==> config.mk <==
export PLATFORM = sky130hd
export DESIGN_NAME = pcm_sample_format_converter
export DESIGN_NICKNAME = d
export VERILOG_FILES = /design/src/hw/rtl/pcm_cvt_pkg.sv /design/src/hw/rtl/pcm_cvt_align.sv /design/src/hw/rtl/pcm_cvt_round.sv /design/src/hw/rtl/pcm_sample_format_converter.sv
export SDC_FILE = /design/constraint.sdc
export NUM_CORES = 1
export LEC_CHECK = 0
export ABC_AREA = 1
export BUFFER_PORTS_ARGS = -buffer_cell sky130_fd_sc_hd__buf_2
export CORE_MARGIN = 5
export CORE_UTILIZATION = 45
export DETAILED_ROUTE_END_ITERATION = 16
export GPL_ROUTABILITY_DRIVEN = 0
export MAX_ROUTING_LAYER = met4
export PLACE_DENSITY_LB_ADDON = 0.15
export SETUP_SLACK_MARGIN = 0.2
export SYNTH_ARGS = -nofsm -noshare
export SYNTH_HDL_FRONTEND = slang
export SYNTH_SLANG_ARGS = --single-unit
==> constraint.sdc <==
create_clock -name i_clk -period 3.5 [get_ports i_clk]
set_clock_uncertainty 0.1 [all_clocks]
set_input_delay 0 -clock i_clk [delete_from_list [all_inputs] [get_ports i_clk]]
set_output_delay 0 -clock i_clk [all_outputs]
set_load 0.01 [all_outputs]
==> src/hw/rtl/pcm_cvt_pkg.sv <==
// ----------------------------------------------------------------------------
// PCM converter package
// Mode codes and shared helpers for the sample format converter.
// ----------------------------------------------------------------------------
package pcm_cvt_pkg;

    typedef enum logic [3:0] {
        MODE_PASS     = 4'd0,
        MODE_U8       = 4'd1,
        MODE_U16      = 4'd2,
        MODE_SWAP16   = 4'd3,
        MODE_SWAP16_U = 4'd4,
        MODE_S24BE    = 4'd5,
        MODE_S24LE    = 4'd6,
        MODE_SWAP32   = 4'd7,
        MODE_FLOAT    = 4'd8,
        MODE_FLOAT_SW = 4'd9
    } t_mode;

    localparam logic [31:0] POS_MAX = 32'h7FFF_FFFF;
    localparam logic [31:0] NEG_MAX = 32'h8000_0000;

    function automatic logic [31:0] swap32(input logic [31:0] v);
        return {v[7:0], v[15:8], v[23:16], v[31:24]};
    endfunction

    // Float front end result passed to the rounding stage.
    typedef struct packed {
        logic        special;   // NaN, infinity or too large
        logic [31:0] special_val;
        logic        neg;
        logic [31:0] q;         // truncated magnitude
        logic        half;
        logic        sticky;
    } t_flt;

endpackage

==> src/hw/rtl/pcm_cvt_align.sv <==
// ----------------------------------------------------------------------------
// PCM converter float align stage
// Decodes a single float and shifts its mantissa to the 2^31 scale.
// ----------------------------------------------------------------------------
module pcm_cvt_align (
    input  logic [31:0]        i_bits,
    output pcm_cvt_pkg::t_flt  o_flt
);
    logic [7:0]  w_exp;
    logic [23:0] w_man;
    logic [8:0]  w_eff;
    logic [63:0] w_wide;
    logic [5:0]  w_rsh;

    always_comb begin
        w_exp = i_bits[30:23];
        w_man = {(w_exp != 8'd0), i_bits[22:0]};
        w_eff = (w_exp == 8'd0) ? 9'd1 : {1'b0, w_exp};
        o_flt = '0;
        o_flt.neg = i_bits[31];
        w_rsh = '0;
        w_wide = '0;
        if (w_exp == 8'hFF) begin
            o_flt.special = 1'b1;
            o_flt.special_val = (i_bits[22:0] != 23'd0 || i_bits[31]) ?
                pcm_cvt_pkg::NEG_MAX : pcm_cvt_pkg::POS_MAX;
        end else if (w_eff > 9'd127) begin
            o_flt.special = 1'b1;
            o_flt.special_val = i_bits[31] ? pcm_cvt_pkg::NEG_MAX : pcm_cvt_pkg::POS_MAX;
        end else begin
            if (w_eff >= 9'd119) begin
                o_flt.q = {8'd0, w_man} << (w_eff - 9'd119);
            end else if (w_eff >= 9'd79) begin
                w_rsh = 6'(9'd119 - w_eff);
                w_wide = {8'd0, w_man, 32'd0} >> w_rsh;
                o_flt.q = w_wide[63:32];
                o_flt.half = w_wide[31];
                o_flt.sticky = (w_wide[30:0] != 31'd0);
            end
        end
    end
endmodule

==> src/hw/rtl/pcm_cvt_round.sv <==
// ----------------------------------------------------------------------------
// PCM converter float round stage
// Rounds to nearest even, saturates and negates.
// ----------------------------------------------------------------------------
module pcm_cvt_round (
    input  pcm_cvt_pkg::t_flt  i_flt,
    output logic [31:0]        o_val,
    output logic               o_sat
);
    logic [32:0] w_mag;
    logic        w_up;

    always_comb begin
        w_up  = i_flt.half && (i_flt.sticky || i_flt.q[0]);
        w_mag = {1'b0, i_flt.q} + {32'd0, w_up};
        o_sat = 1'b0;
        if (i_flt.special) begin
            o_sat = 1'b1;
            o_val = i_flt.special_val;
        end else if (!i_flt.neg) begin
            if (w_mag > 33'h0_7FFF_FFFF) begin
                o_sat = 1'b1;
                o_val = pcm_cvt_pkg::POS_MAX;
            end else begin
                o_val = w_mag[31:0];
            end
        end else if (w_mag > 33'h0_8000_0000) begin
            o_sat = 1'b1;
            o_val = pcm_cvt_pkg::NEG_MAX;
        end else begin
            o_val = 32'd0 - w_mag[31:0];
        end
    end
endmodule

==> src/hw/rtl/pcm_sample_format_converter.sv <==
// ----------------------------------------------------------------------------
// PCM sample format converter
// One request per cycle; busy stays 0.
// Stages: decode/align float, round/saturate, format and output register.
// Synchronous active-low reset clears valid bits and the mode register (pass).
// The receiver cannot stall; results show for one cycle on o_valid.
// ----------------------------------------------------------------------------
module pcm_sample_format_converter (
    input  logic        i_clk,
    input  logic        i_rst_n,
    input  logic        start,
    output logic        busy,
    input  logic        i_cfg_we,
    input  logic [3:0]  i_cfg_data,
    input  logic [31:0] i_raw_sample,
    output logic        o_valid,
    output logic [31:0] o_converted_sample,
    output logic        o_saturated
);
    logic [3:0]  r_mode;
    logic        r_v1, r_v2, r_v3;
    logic [31:0] r_raw1, r_raw2;
    logic [3:0]  r_m1, r_m2;
    pcm_cvt_pkg::t_flt r_flt;
    logic [31:0] r_fval;
    logic        r_fsat;
    logic [31:0] r_out;
    logic        r_sat;
    pcm_cvt_pkg::t_flt w_flt;
    logic [31:0] w_fval, n_out;
    logic        w_fsat, n_sat;

    assign busy = 1'b0;

    pcm_cvt_align u_align (.i_bits(i_raw_sample), .o_flt(w_flt));
    pcm_cvt_round u_round (.i_flt(r_flt), .o_val(w_fval), .o_sat(w_fsat));

    always_comb begin
        n_sat = 1'b0;
        unique case (r_m2)
            pcm_cvt_pkg::MODE_U8:       n_out = {24'd0, ~r_raw2[7], r_raw2[6:0]};
            pcm_cvt_pkg::MODE_U16:      n_out = {16'd0, ~r_raw2[15], r_raw2[14:0]};
            pcm_cvt_pkg::MODE_SWAP16:   n_out = {16'd0, r_raw2[7:0], r_raw2[15:8]};
            pcm_cvt_pkg::MODE_SWAP16_U: n_out = {16'd0, ~r_raw2[7], r_raw2[6:0], r_raw2[15:8]};
            pcm_cvt_pkg::MODE_S24BE:    n_out = {r_raw2[23:0], 8'd0};
            pcm_cvt_pkg::MODE_S24LE:    n_out = {r_raw2[7:0], r_raw2[15:8], r_raw2[23:16], 8'd0};
            pcm_cvt_pkg::MODE_SWAP32:   n_out = pcm_cvt_pkg::swap32(r_raw2);
            pcm_cvt_pkg::MODE_FLOAT: begin
                n_out = r_fval;
                n_sat = r_fsat;
            end
            pcm_cvt_pkg::MODE_FLOAT_SW: begin
                n_out = pcm_cvt_pkg::swap32(r_fval);
                n_sat = r_fsat;
            end
            default:                    n_out = r_raw2;
        endcase
    end

    always_ff @(posedge i_clk) begin
        if (!i_rst_n) begin
            r_mode <= 4'd0;
            r_v1 <= 1'b0;
            r_v2 <= 1'b0;
            r_v3 <= 1'b0;
        end else begin
            if (i_cfg_we) begin
                r_mode <= i_cfg_data;
            end
            r_v1 <= start;
            r_v2 <= r_v1;
            r_v3 <= r_v2;
        end
        r_raw1 <= i_raw_sample;
        r_m1   <= r_mode;
        r_flt  <= w_flt;
        r_raw2 <= r_raw1;
        r_m2   <= r_m1;
        r_fval <= w_fval;
        r_fsat <= w_fsat;
        r_out  <= n_out;
        r_sat  <= n_sat;
    end

    assign o_valid = r_v3;
    assign o_converted_sample = r_out;
    assign o_saturated = r_sat;

    a_lat: assert property (@(posedge i_clk) disable iff (!i_rst_n)
        start |-> ##3 o_valid) else $error("result lost");
    a_sat_mode: assert property (@(posedge i_clk) disable iff (!i_rst_n)
        (r_v2 && r_m2 != pcm_cvt_pkg::MODE_FLOAT && r_m2 != pcm_cvt_pkg::MODE_FLOAT_SW)
        |=> !o_saturated) else $error("saturation outside float mode");
    a_nan: assert property (@(posedge i_clk) disable iff (!i_rst_n)
        (r_v2 && r_m2 == pcm_cvt_pkg::MODE_FLOAT && r_raw2[30:23] == 8'hFF)
        |=> o_saturated) else $error("special float not flagged");
endmodule

==> results.ini <==
[floorplanning]
die_x_um = 167
start_util_pct = 45.7
num_io_pins = 75
die_h_um = 167
die_area_mm2 = 0.0279
num_rows = 57
core_mm2 = 0.0242

[timing]
tns_ns = 0
rsz0062_at_grt = true
slew_headroom_pct = 34.7
min_period_over_period_pct = 88.8
max_freq_mhz = 322
hold_viol_final = 0
slew_violations = 0
worst_pin_slew_ns = 0.976
min_period_ns = 3.11
finalSetupViolations = 0

[setup_path]
max_stage_delay_ns = 0.33
cp-startpoint = r_flt[2]$_SDFF_PP0_
cpMostUsedCell = nand2_1
start_kind = register
crit_required_ns = 3.77
worstPathArrival_ns = 3.37
r2r-start = r_flt[2]$_SDFF_PP0_
worstPathCellList = o21a_1 > ha_1 > ha_1 > nand2_1 > inv_2 > nand2_1 > nor2_2 > nand2_2 > inv_1 > nand2_1 > xor2_4 > nand2_1 > nor2_1 > nand3_1 > nor2_2 > nand2_4 > a21oi_4 > nand2_1 > nand2_1 > nand2_1 > nand2_1
path_max_fanout = 5
worstSetupPathType = reg2reg
end_kind = register
slowest_stage = dfxtp_1

[global_routing]
grt_usage_pct = 27.9
grt_overflow = 0
grt_pass1_vias = 11362
grt_max_degree = 35
grt_pass1_wl_um = 61300
antenna_found_initial = 2

[drt]
ant_nets = 0
wl_um = 39400
met3WireLength_um = 3320
wl_per_cell_um = 17.9
wirelength_met1_um = 16200
first_iter_violations = 1689
drc_errors = 0
vias = 12524
wl_met2_um = 17800
via_per_inst = 5.70
highest_layer = met4
dr.pass1.iters = 7

[job]
maxCapViolations = 0

[clock_tree]
cts-buffers-inserted = 17
clock-sinks = 182
cts_tree = done
clkTransAtPathRegs_ns = 0.07
root_buffer = clkbuf_16
clock_path_buffers = 2
h-tree-depth = 4
clk_latency_ns = 0.43

[power]
peakVddDrop_mv = 0.387
p_leak_nw = 6.44
power.density_mw_per_mm2 = 446

[worst_hold_path]
worstHoldStart = i_raw_sample[15]
hold_path_class = in2reg

[synthesis]
synth-seq-cells = 182
avgSynthCellArea_um2 = 6.36
ys.flop_type = dfxtp_1
synth.distinct_cells = 55
yosysSeqAreaShare_pct = 32.9
syn_inst = 1743
synth_edf_count = 0
synth.net_count = 1791
yosysWarnings = 0
synthArstFlopShare_pct = 0
netlist_area_mm2 = 0.0111

[final_layout]
drive_above_1_share_pct = 12.2
instances_no_fill = 2199
syn2layout_area_growth_pct = 18.1
layout.nets = 1908

[placement]
dp_hpwl_um = 29800
dp.cells = 2108
port_buffers = 73

[status]
outcome = completed

==> placed cells by master, fill, tap and decap left out, drive strengths merged, types with 9 or more instances in the layout <==
cell         instances
nand4               32
dlygate4sd3         47
xnor2                9
buf                114
o221ai              15
o21ai               76
a221oi              13
clkinv              11
nand2              535
inv                179
xor2                32
nor3                26
nor2               192
nor4                 9
o22ai               15
a21oi               52
clkbuf              18
dfxtp              182
nand3              266
==> stage by stage <==
stage | instance area, um2 | setup slack (ns) | hold WS, ns | util, % | total power, W
floorplan | 11100 | 0.732 | -0.0723 | - | 0.00333
global placement | 11800 | 0.382 | 0.0184 | 48.7 | 0.00378
detailed placement | 11800 | 0.330 | 0.0209 | 48.7 | 0.00378
CTS | 12900 | 0.319 | 0.107 | 53.2 | 0.00580
global route | 13100 | 0.110 | 0.122 | 54.0 | 0.00611
finish | 13100 | 0.392 | 0.136 | 54.0 | 0.00584
==> worst max-delay path, delay by kind of cell, from the launching register on <==
kind,cells,cell delay [ns]
AOI/OAI and AO/OA,2,0.43
xor gates and xnor gates,1,0.21
adders and majority gates,2,0.37
buffers and inverters,2,0.10
DFF,1,0.33
and+or+nand+nor,14,1.50
==> where the power goes <==
group | total, W | internal, W | switching [W]
registers | 0.00237 | 0.00225 | 0.000117
logic | 0.00148 | 0.000500 | 0.000979
clock network | 0.00199 | 0.00106 | 0.000927
==> flip-flops by register name (all words and copies together) (netlist names) <==
name,count
r_mode,4
r_m2,4
o_valid,1
o_saturated,1
o_converted_sample,32
r_m1,4
r_fsat,1
r_v1,1
r_flt,38
r_raw2,32
r_v2,1
r_raw1,31
r_fval,32
==> final cells by class <==
type / count / area [um2]
Sequential cell: 182 / 3640
Multi-Input combinational cell: 1321 / 6600
Fill cell: 2422 / 11200
Clock buffer: 18 / 439
Antenna cell: 2 / 5.00
Inverter: 177 / 664
Timing Repair Buffer: 161 / 1140
Tap cell: 324 / 405
Clock inverter: 14 / 189
==> Yosys cell counts, types with 10 or more instances <==
| cell type | count | share of area, % |
|---|---|---|
| a21oi_1 | 49 | 2.2 |
| a221oi_1 | 13 | 1.0 |
| buf_1 | 10 | 0.34 |
| buf_2 | 11 | 0.50 |
| clkbuf_1 | 39 | 1.3 |
| dfxtp_1 | 182 | 33 |
| inv_1 | 154 | 5.2 |
| inv_2 | 15 | 0.51 |
| nand2_1 | 520 | 18 |
| nand2_2 | 10 | 0.56 |
| nand3_1 | 262 | 12 |
| nand4_1 | 32 | 1.8 |
| nor2_1 | 174 | 5.9 |
| nor2_2 | 15 | 0.85 |
| nor3_1 | 21 | 0.95 |
| o21ai_0 | 51 | 2.3 |
| o21ai_1 | 23 | 1.0 |
| o221ai_1 | 15 | 1.2 |
| o22ai_1 | 15 | 0.85 |
| xor2_1 | 28 | 2.2 |
==> routing by layer <==
metal  track usage (%)  vias to the layer above
met5                 -                        -
met4              12.7                        0
met3              4.17                      143
met2              44.4                      710
met1              35.3                     5692
li1                  -                     5979
==> kinds of logic (layout without fill, tap and decap cells) <==
kind of cell | Yosys count | count (layout) | synth area share [%]
simple gates | 1068 | 1069 | 42.6
buf+inv | 242 | 370 | 8.63
other cells | 1 | 3 | 0.0339
fa+ha+maj | 8 | 8 | 0.904
compound gates | 201 | 202 | 11.4
flops | 182 | 182 | 32.9
xor+xnor | 41 | 41 | 3.58
==> final timing paths <==
kind	cells after the start	slack, ns	to
min reg2reg	0	0.23	r_raw2[25]$_DFF_P_
min	2	0.14	r_raw1[15]$_DFF_P_
max reg2reg	21	0.39	r_fval[22]$_DFF_P_
max	21	0.39	r_fval[22]$_DFF_P_
==> timing repair <==
| action | 4_1_cts | 5_1_grt |
|---|---|---|
| hold buffers | 47 | 0 |
| endpoints found under the setup margin | 0 | 38 |
| gates resized for setup | 0 | 18 |
| endpoints found under the hold margin | 51 | 0 |
| setup buffers | 0 | 8 |
No activity file was read; power rests on OpenSTA's default activity.
